==> config.mk <==
export PLATFORM = sky130hd
export DESIGN_NAME = bols_ctrl
export DESIGN_NICKNAME = d
export VERILOG_FILES = /design/src/hdl/bols_pkg.sv /design/src/hdl/bols_ctrl.sv
export SDC_FILE = /design/constraint.sdc
export NUM_CORES = 1
export LEC_CHECK = 0
export BUFFER_PORTS_ARGS = -buffer_cell sky130_fd_sc_hd__buf_2
export CELL_PAD_IN_SITES_DETAIL_PLACEMENT = 0
export CELL_PAD_IN_SITES_GLOBAL_PLACEMENT = 1
export CORE_AREA = 5 5 42 44
export CTS_BUF_LIST = sky130_fd_sc_hd__clkbuf_8 sky130_fd_sc_hd__clkbuf_16
export DETAILED_ROUTE_END_ITERATION = 10
export DIE_AREA = 0 0 47 49
export PLACE_DENSITY = 0.61
export SETUP_SLACK_MARGIN = 0.02
export SYNTH_ARGS = -nofsm -noshare
export SYNTH_HDL_FRONTEND = slang
export SYNTH_SLANG_ARGS = --single-unit
==> constraint.sdc <==
create_clock -name clk -period 1 [get_ports clk]
set_input_delay 0.05 -clock clk [delete_from_list [all_inputs] [get_ports clk]]
set_output_delay 0.05 -clock clk [all_outputs]
set_load 0.03 [all_outputs]
==> src/hdl/bols_pkg.sv <==
`default_nettype none
package bols_pkg;

  localparam int VALUE_W = 32;
  localparam int POS_W   = 8;
  localparam int IDX_W   = 9;
  localparam int CNT_W   = 9;

  typedef logic [1:0]                opcode_t;
  typedef logic signed [VALUE_W-1:0] value_t;
  typedef logic [POS_W-1:0]          position_t;
  typedef logic signed [IDX_W-1:0]   found_index_t;
  typedef logic [CNT_W-1:0]          count_t;

  localparam opcode_t OP_APPEND  = 2'd0;
  localparam opcode_t OP_PREPEND = 2'd1;
  localparam opcode_t OP_DELETE  = 2'd2;
  localparam opcode_t OP_FIND    = 2'd3;

  localparam found_index_t NOT_FOUND = '1;

  // controller -> datapath
  typedef struct packed {
    logic load;    // latch the incoming word
    logic start;   // set up the walk pointers
    logic issue;   // read the entry at the walk pointer and step it
    logic proc;    // act on the entry read in the previous cycle
    logic finish;  // apply the final update and load the result register
  } bols_cmd_t;

  // datapath -> controller
  typedef struct packed {
    logic skip_walk;   // no walk over the store is needed
    logic last_issue;  // walk pointer sits on the last entry to read
    logic match;       // entry read last cycle equals the search value
    logic out_free;    // result register can take a new word
  } bols_sts_t;

endpackage
`default_nettype wire

==> src/hdl/bols_ctrl.sv <==
`default_nettype none
module bols_ctrl import bols_pkg::*; (
  input  wire logic      clk,
  input  wire logic      rst_n,
  input  wire logic      in_valid,
  output logic           in_ready,
  input  wire bols_sts_t sts,
  output bols_cmd_t      cmd
);

  localparam logic [2:0] S_IDLE   = 3'd0;
  localparam logic [2:0] S_DECIDE = 3'd1;
  localparam logic [2:0] S_WALK   = 3'd2;
  localparam logic [2:0] S_DRAIN  = 3'd3;
  localparam logic [2:0] S_FINISH = 3'd4;

  logic [2:0] state_r, state_nxt;

  always_comb begin
    state_nxt = state_r;
    cmd       = '0;
    in_ready  = 1'b0;
    unique case (state_r)
      S_IDLE: begin
        in_ready = 1'b1;
        if (in_valid) begin
          cmd.load  = 1'b1;
          state_nxt = S_DECIDE;
        end
      end
      S_DECIDE: begin
        if (sts.skip_walk) begin
          state_nxt = S_FINISH;
        end else begin
          cmd.start = 1'b1;
          state_nxt = S_WALK;
        end
      end
      S_WALK: begin
        cmd.proc = 1'b1;
        if (sts.match) begin
          state_nxt = S_FINISH;
        end else begin
          cmd.issue = 1'b1;
          if (sts.last_issue) begin
            state_nxt = S_DRAIN;
          end
        end
      end
      S_DRAIN: begin
        cmd.proc  = 1'b1;
        state_nxt = S_FINISH;
      end
      S_FINISH: begin
        if (sts.out_free) begin
          cmd.finish = 1'b1;
          state_nxt  = S_IDLE;
        end
      end
      default: begin
        state_nxt = S_IDLE;
      end
    endcase
  end

  always_ff @(posedge clk) begin
    if (!rst_n) begin
      state_r <= S_IDLE;
    end else begin
      state_r <= state_nxt;
    end
  end

endmodule
`default_nettype wire

==> out/metrics.sh, run 1 <==
RUN_STATUS='finished, violations left'
VIOLATIONS='negative setup slack'
VIA_TO_CELL_RATIO=4.02
NUM_ROWS=14
CLOCK_LATENCY_REPORTED_FOR_THE_LATE_SIDE_OF_THE_WORST_SKEW_PAIR_PS=220
RR_WORST_DEPTH=4
DETAIL_ROUTE.FIRST_PASS.ITERATIONS=2
FINALSETUPVIOLATIONS=6
SYNTHARSTFLOPSHARE=0
LAYOUT_TOP_REGISTERS='state_r x3'
CTS-BUFFERS-INSERTED=3
SYNTH_LARGEST_TYPE_AREA_FRACTION=0.244
TIMING_WORST_SLEW_PIN_VALUE_PS=240
DRC=0
NUMPORTBUFFERS=12
ARRIVAL_TIME_OF_THE_WORST_SETUP_PATH_PS=1090
FINAL_NETS=53
BOUNDARYPINS=13
POSTSYNTHNETCOUNT=30
POWER.LEAKAGE_nW=0.218
DIE_AREA_UM2=2300
WORSTSETUPENDPOINTTYPE='output pin'
CRITICALPATHCATEGORY='reg -> out'
DETAIL_ROUTE.ITER0.VIOLATIONS=1
TOP_REGISTER='state_r'
SYNTH_LARGEST_AREA_CELL='dfxtp_1'
CORE_AREA_UM2=1400
SLEW_VIOLATIONS=0
VIAS=245
SYNTH_TOP_CELLS_BY_COUNT='buf_6 (3), dfxtp_1 (3), nor3_1 (3)'
SYNTHSIMPLEGATEAREAFRAC=0.497
EFFECTIVE_UTILIZATION_AT_FLOORPLAN=0.176
TIMING_HOLD_VIOLATIONS_FINAL=0
GRT_FIRST_PASS_WIRELENGTH_MM=1.13
SYNTH_WARNINGS=0
GRT_OVERFLOW=0
SKEW_PS=0.929
NUMCLOCKSINKS=3
TIMING.HOLD.WORST.CLASS='in -> reg'
SYNTH_XOR_AREA_FRAC=0
GLOBALROUTETOTALUTIL=0.0738
POST_SYNTH_EDFFS=0
SYNTH-COMPOUND-AREA-SHARE=0.107
SHARE_OF_CELLS_ABOVE_DRIVE_STRENGTH_1=0.822
POST_SYNTHESIS_AVERAGE_CELL_AREA_UM2=10.7
DP_WORST_SETUP_SLACK_PS=-21.6
TIMING.CRITICAL_PATH.REQUIRED_PS=950
PLACE.DETAILED.HPWL_UM=476
FINAL.SETUP.WORST_SLACK_PS=-138
SYNTH_ADDER_AREA_SHARE=0
DRTANTENNAVIOLNETS=0
SYNTH.FF_LATCH_COUNT=3
FIN_CRIT_SH=1.14
WIRELENGTH_MET1_UM=265
VDD_DROP_MAX_V=0.000531
FINAL_AREA_UM2=495
CTS_BUFFER_DEPTH=2
YOSYS_MOST_USED_DFF='dfxtp_1'
SETUP_TNS_PS=-600
SEQ_AREA_FRAC_SYNTH=0.244
MAX_LAYER_USED='met4'
FINAL.MIN_CLOCK_PERIOD_PS=1140
WHS_PS=80.7
P_PER_AREA_nW_PER_UM2=1320
PLACE.GP.CONGESTION=0.668
MAIN_COMBINATIONAL_CELL_FAMILY_BY_AREA_AFTER_SYNTHESIS='simple AND/OR/NAND/NOR gates'
CAP_VIOL_MAX_COUNT=0
GRT_PASS1_VIAS=257
CP_MAX_FO=3
YOSYS-TOP-CELLS-AREA='dfxtp_1 (24%), nor4b_4 (19%), buf_6 (14%)'
PLACED_AREA_UM2=345
SLEW_HEADROOM=0.840
CTS_TREE='yes'
FP.DIEH_UM=49
H-TREE-DEPTH=1
DIE-WIDTH_UM=47
RSZ_0062_RAISED_AFTER_GLOBAL_ROUTING='true'
FMAX_MHz=879
ANTENNADIODECOUNT=0
SYNTH.MUX.AREA_FRACTION=0
DRT-WIRELENGTH-PER-CELL_UM=10.9
LAYOUT.FILLER_CELLS=154
DETAILED_ROUTE_WL_UM=665
DR_WL_MET2_UM=323
GRT_ANTENNA_BEFORE_REPAIR=0
SYNTH_AREA_UM2=246
SYN_INST=23
CP-START-KIND='flip-flop'
PIN_COUNT_OF_THE_BIGGEST_NET_ENTERING_GLOBAL_ROUTING=8
MET3_LENGTH_UM=49
AREA_GROWTH_SYN_TO_LAYOUT_PCT=101
CLOCK_PIN_SLEW_WORST_SETUP_AND_HOLD_PATHS_PS=30
LARGEST_REGISTER_FF_COUNT=3
YS_TYPES=14
CLOCK-ROOT-BUFFER='clkbuf_8'
MIN_DELAY_PATH_DEPTH=2
critical path: stages, from the launching register on:
cell and delay (ps):
dfxtp_2 320, buf_6 120, nor4b_4 220, buf_4 200
stage by stage:
step,utilization,total power (W),instances
final,0.354,0.000655,61
after global routing,0.354,0.000699,61
after CTS,0.332,0.000654,61
after detailed placement,0.246,0.000267,53
after global placement,0.246,0.000267,53
after floorplan,-,0.000227,23
report_power, final:
part | total [W] | switching (W) | leakage [nW] | internal [W]
Combinational | 0.000165 | 0.0000789 | 0.165 | 0.0000861
Clock | 0.000352 | 0.0000902 | 0.0269 | 0.000262
Sequential | 0.000138 | 0.0000126 | 0.0264 | 0.000125
Total | 0.000655 | 0.000182 | 0.218 | 0.000473
area by class of cell:
type	count	area [um^2]	share of cell area
Multi-Input combinational cell	16	193	0.389
Timing Repair Buffer	21	165	0.333
Sequential cell	3	68.8	0.139
Clock buffer	3	41.3	0.0833
Tap cell	16	20.0	0.0404
Clock inverter	1	3.75	0.00758
Inverter	1	3.75	0.00758
timing repair:
action / CTS / global route
resized for setup: 17 / 5
hold endpoints to repair: 0 / 0
cloned: 0 / 0
hold buffers: 0 / 0
setup endpoints to repair: 7 / 9
pin swaps: 2 / 0
setup buffers: 4 / 0
kinds of logic after synthesis:
kind of cell / count (synthesis)
AOI/OAI and AO/OA: 4
buffers and inverters: 4
DFF: 3
and+or+nand+nor: 12
cells in the final DEF, fill, tap and decap left out:
cell type,Yosys,final
clkbuf_8,0,3
nor3_4,0,1
nand2_1,1,1
nor4b_2,2,1
nor2b_4,0,1
nor4b_4,2,3
nor3_2,0,1
dfxtp_2,0,1
nor3b_2,0,1
buf_6,3,6
dfxtp_4,0,2
nor2_1,1,1
a31oi_2,0,1
buf_4,0,9
inv_1,1,2
a21oi_1,1,1
and2b_2,1,1
buf_2,0,6
nor3_1,3,1
o21a_1,2,2
final timing paths:
kind | from | end | slack, ps
worst min register to register | state_r[0] | state_r[0] | 600
worst min-delay path | rst_n | state_r[2] | 80
worst max register to register | state_r[1] | state_r[2] | 20
worst max-delay path | state_r[0] | cmd[2] | -140
per-layer routing:
metal  GRT usage  vias to the layer above
met5           0                        -
met1      0.0788                      105
met2      0.0973                        9
li1            -                      128
met3      0.0295                        3
met4      0.0829                        0
Note: power is estimated with default switching activity, not from simulation.
==> run 2: changes to the inputs <==
Settings changed: ABC_AREA set to 0, GPL_ROUTABILITY_DRIVEN set to 0.
Clock period 1 ns to 1.28 ns, I/O delays scaled along.
==> run 2 against run 1 <==
Critical path depth decreased by 1. Largest power group unchanged. Combinational power fell by 47%. The run now ends clean. First-iteration DRC count is 100% lower.
==> out/metrics.sh, run 2 (synthesized netlist as in run 1, its figures left out) <==
TIMING.RR.END='state_r[2]'
SLEW_HEADROOM=0.832
FF2FF_SETUP_SLACK_PS=270
DETAILED_ROUTE_WL_UM=542
GLOBALROUTETOTALUTIL=0.0577
WHS_PS=88.1
TIMING.HOLD.WORST.CLASS='in -> reg'
CRITICALPATHCATEGORY='reg -> out'
TIMING.CRITICAL_PATH.CELLS='nor4b_4 > buf_2'
VIA_TO_CELL_RATIO=3.89
P_PER_AREA_nW_PER_UM2=1240
RR_WORST_DEPTH=4
SKEW_PS=2.65
LAYOUT.CELLS.NON_FILLER=53
LARGEST_REGISTER_FF_COUNT=3
GRT_FIRST_PASS_WIRELENGTH_UM=952
AREA_GROWTH_SYN_TO_LAYOUT_PCT=51.3
H-TREE-DEPTH=1
FINAL_NETS=45
LAYOUT_TOP_REGISTERS='state_r x3'
SLEW_VIOLATIONS=0
CP_MAX_FO=9
DRC=0
CTS_BUFFER_DEPTH=2
DIE-WIDTH_UM=47
PLACE.DETAILED.INSTANCES=49
NUM_ROWS=14
POSTCTSHOLDBUFS=0
MIN_DELAY_WORST_ENDPOINT='state_r[2]'
EFFECTIVE_UTILIZATION_AT_FLOORPLAN=0.176
FIN_CRIT_SH=0.932
VIAS=206
MOSTFREQUENTLAYOUTCELL='buf_2'
CTS-BUFFERS-INSERTED=3
DIE_AREA_UM2=2300
SETUP_TNS_PS=0
CRITPATHTOPFAMILY='flip-flops'
TIMING_WORST_SLEW_PIN_VALUE_PS=253
SLOWEST_STAGE_DELAY_ON_CRITICAL_PATH_PS=380
DETAIL_ROUTE.FIRST_PASS.ITERATIONS=1
GRT_ANTENNA_BEFORE_REPAIR=0
VDD_DROP_MAX_V=0.000513
CLOCK-ROOT-BUFFER='clkbuf_8'
CTS_TREE='yes'
LAYOUT.CELLS.MOST_COMMON_LIST='buf_2 (8), clkbuf_8 (3), buf_4 (3)'
FINAL.MIN_CLOCK_PERIOD_PS=1190
CLOCK_PIN_SLEW_WORST_SETUP_AND_HOLD_PATHS_PS=30
MIN_DELAY_PATH_DEPTH=2
CP-START-KIND='flip-flop'
GRT_PASS1_VIAS=220
ARRIVAL_TIME_OF_THE_WORST_SETUP_PATH_PS=1130
NUMPORTBUFFERS=12
PIN_COUNT_OF_THE_BIGGEST_NET_ENTERING_GLOBAL_ROUTING=11
POST-CTS-SETUP-BUFFERS=0
RUN_STATUS='complete, no violations'
CORE_AREA_UM2=1400
ANTENNADIODECOUNT=0
PATH_BUF_INV=1
TIMING_HOLD_VIOLATIONS_FINAL=0
DRTANTENNAVIOLNETS=0
PLACE.DETAILED.HPWL_UM=424
WORSTSETUPENDPOINTTYPE='output pin'
FMAX_MHz=838
CRITICAL_PATH.SLOWEST_CELL='dfxtp_2'
RR_STARTPOINT='state_r[0]'
CLOCK_LATENCY_REPORTED_FOR_THE_LATE_SIDE_OF_THE_WORST_SKEW_PAIR_PS=210
GRT_OVERFLOW=0
CAP_VIOL_MAX_COUNT=0
TIMING.CRITICAL_PATH.REQUIRED_PS=1220
BOUNDARYPINS=13
RSZ_0062_RAISED_AFTER_GLOBAL_ROUTING='false'
DRT-WIRELENGTH-PER-CELL_UM=10.2
DETAIL_ROUTE.ITER0.VIOLATIONS=0
SHARE_OF_CELLS_ABOVE_DRIVE_STRENGTH_1=0.703
TOP_REGISTER='state_r'
POWER.LEAKAGE_nW=0.160
FINALSETUPVIOLATIONS=0
HOLD_PATH.STARTPOINT='rst_n'
NUMCLOCKSINKS=3
FP.DIEH_UM=49
## run 2: cell count changes in the layout (fill, tap and decap cells not counted), moves of 2 or more
cell,delta
clkbuf_4,+2
buf_4,-6
buf_6,-6
buf_2,+2
## run 2: repair_timing
action | 4_1_cts | 5_1_grt
pin swaps | 0 | 0
setup endpoints to repair | 5 | 4
gates resized for setup | 2 | 8
## run 2: where the power goes
group          internal (W)  switching [W]  leakage [nW]
combinational     0.0000416      0.0000461         0.108
sequential        0.0000986      0.0000137        0.0258
clock              0.000204      0.0000582        0.0269
total              0.000344       0.000118         0.160
## run 2: layer usage
layer,GRT usage,vias to the layer above,share of wire
met1,0.0919,81,0.54
li1,-,110,-
met5,0,-,0
met2,0.0543,15,0.29
met4,0.0138,0,0
met3,0.0480,0,0.16
## run 2: layout make-up
| class | instances | area, um^2 |
|---|---|---|
| Fill cell | 159 | 1030 |
| Multi-Input combinational cell | 16 | 161 |
| Timing Repair Buffer | 13 | 77.6 |
| Sequential cell | 3 | 65.1 |
| Clock buffer | 3 | 41.3 |
| Tap cell | 16 | 20.0 |
| Clock inverter | 1 | 3.75 |
| Inverter | 1 | 3.75 |
## run 2: worst max path at each step
stage             end  startpoint  slack [ps]  depth (start not counted)
3_3_place_gp   cmd[2]  state_r[1]         120                          2
2_1_floorplan  cmd[0]  state_r[2]          70                          3
6_report       cmd[3]  state_r[2]          90                          2
3_5_place_dp   cmd[2]  state_r[1]         110                          2
5_1_grt        cmd[2]  state_r[2]          20                          2
4_1_cts        cmd[2]  state_r[1]          30                          2
## run 2: metrics by stage
step	power, W	setup slack [ps]	cell area [um^2]	utilization
floorplan	0.000175	70.2	251	-
global placement	0.000196	122	305	0.218
detailed placement	0.000196	115	305	0.218
CTS	0.000470	30.2	353	0.252
global route	0.000495	20.4	373	0.266
finish	0.000462	86.9	373	0.266
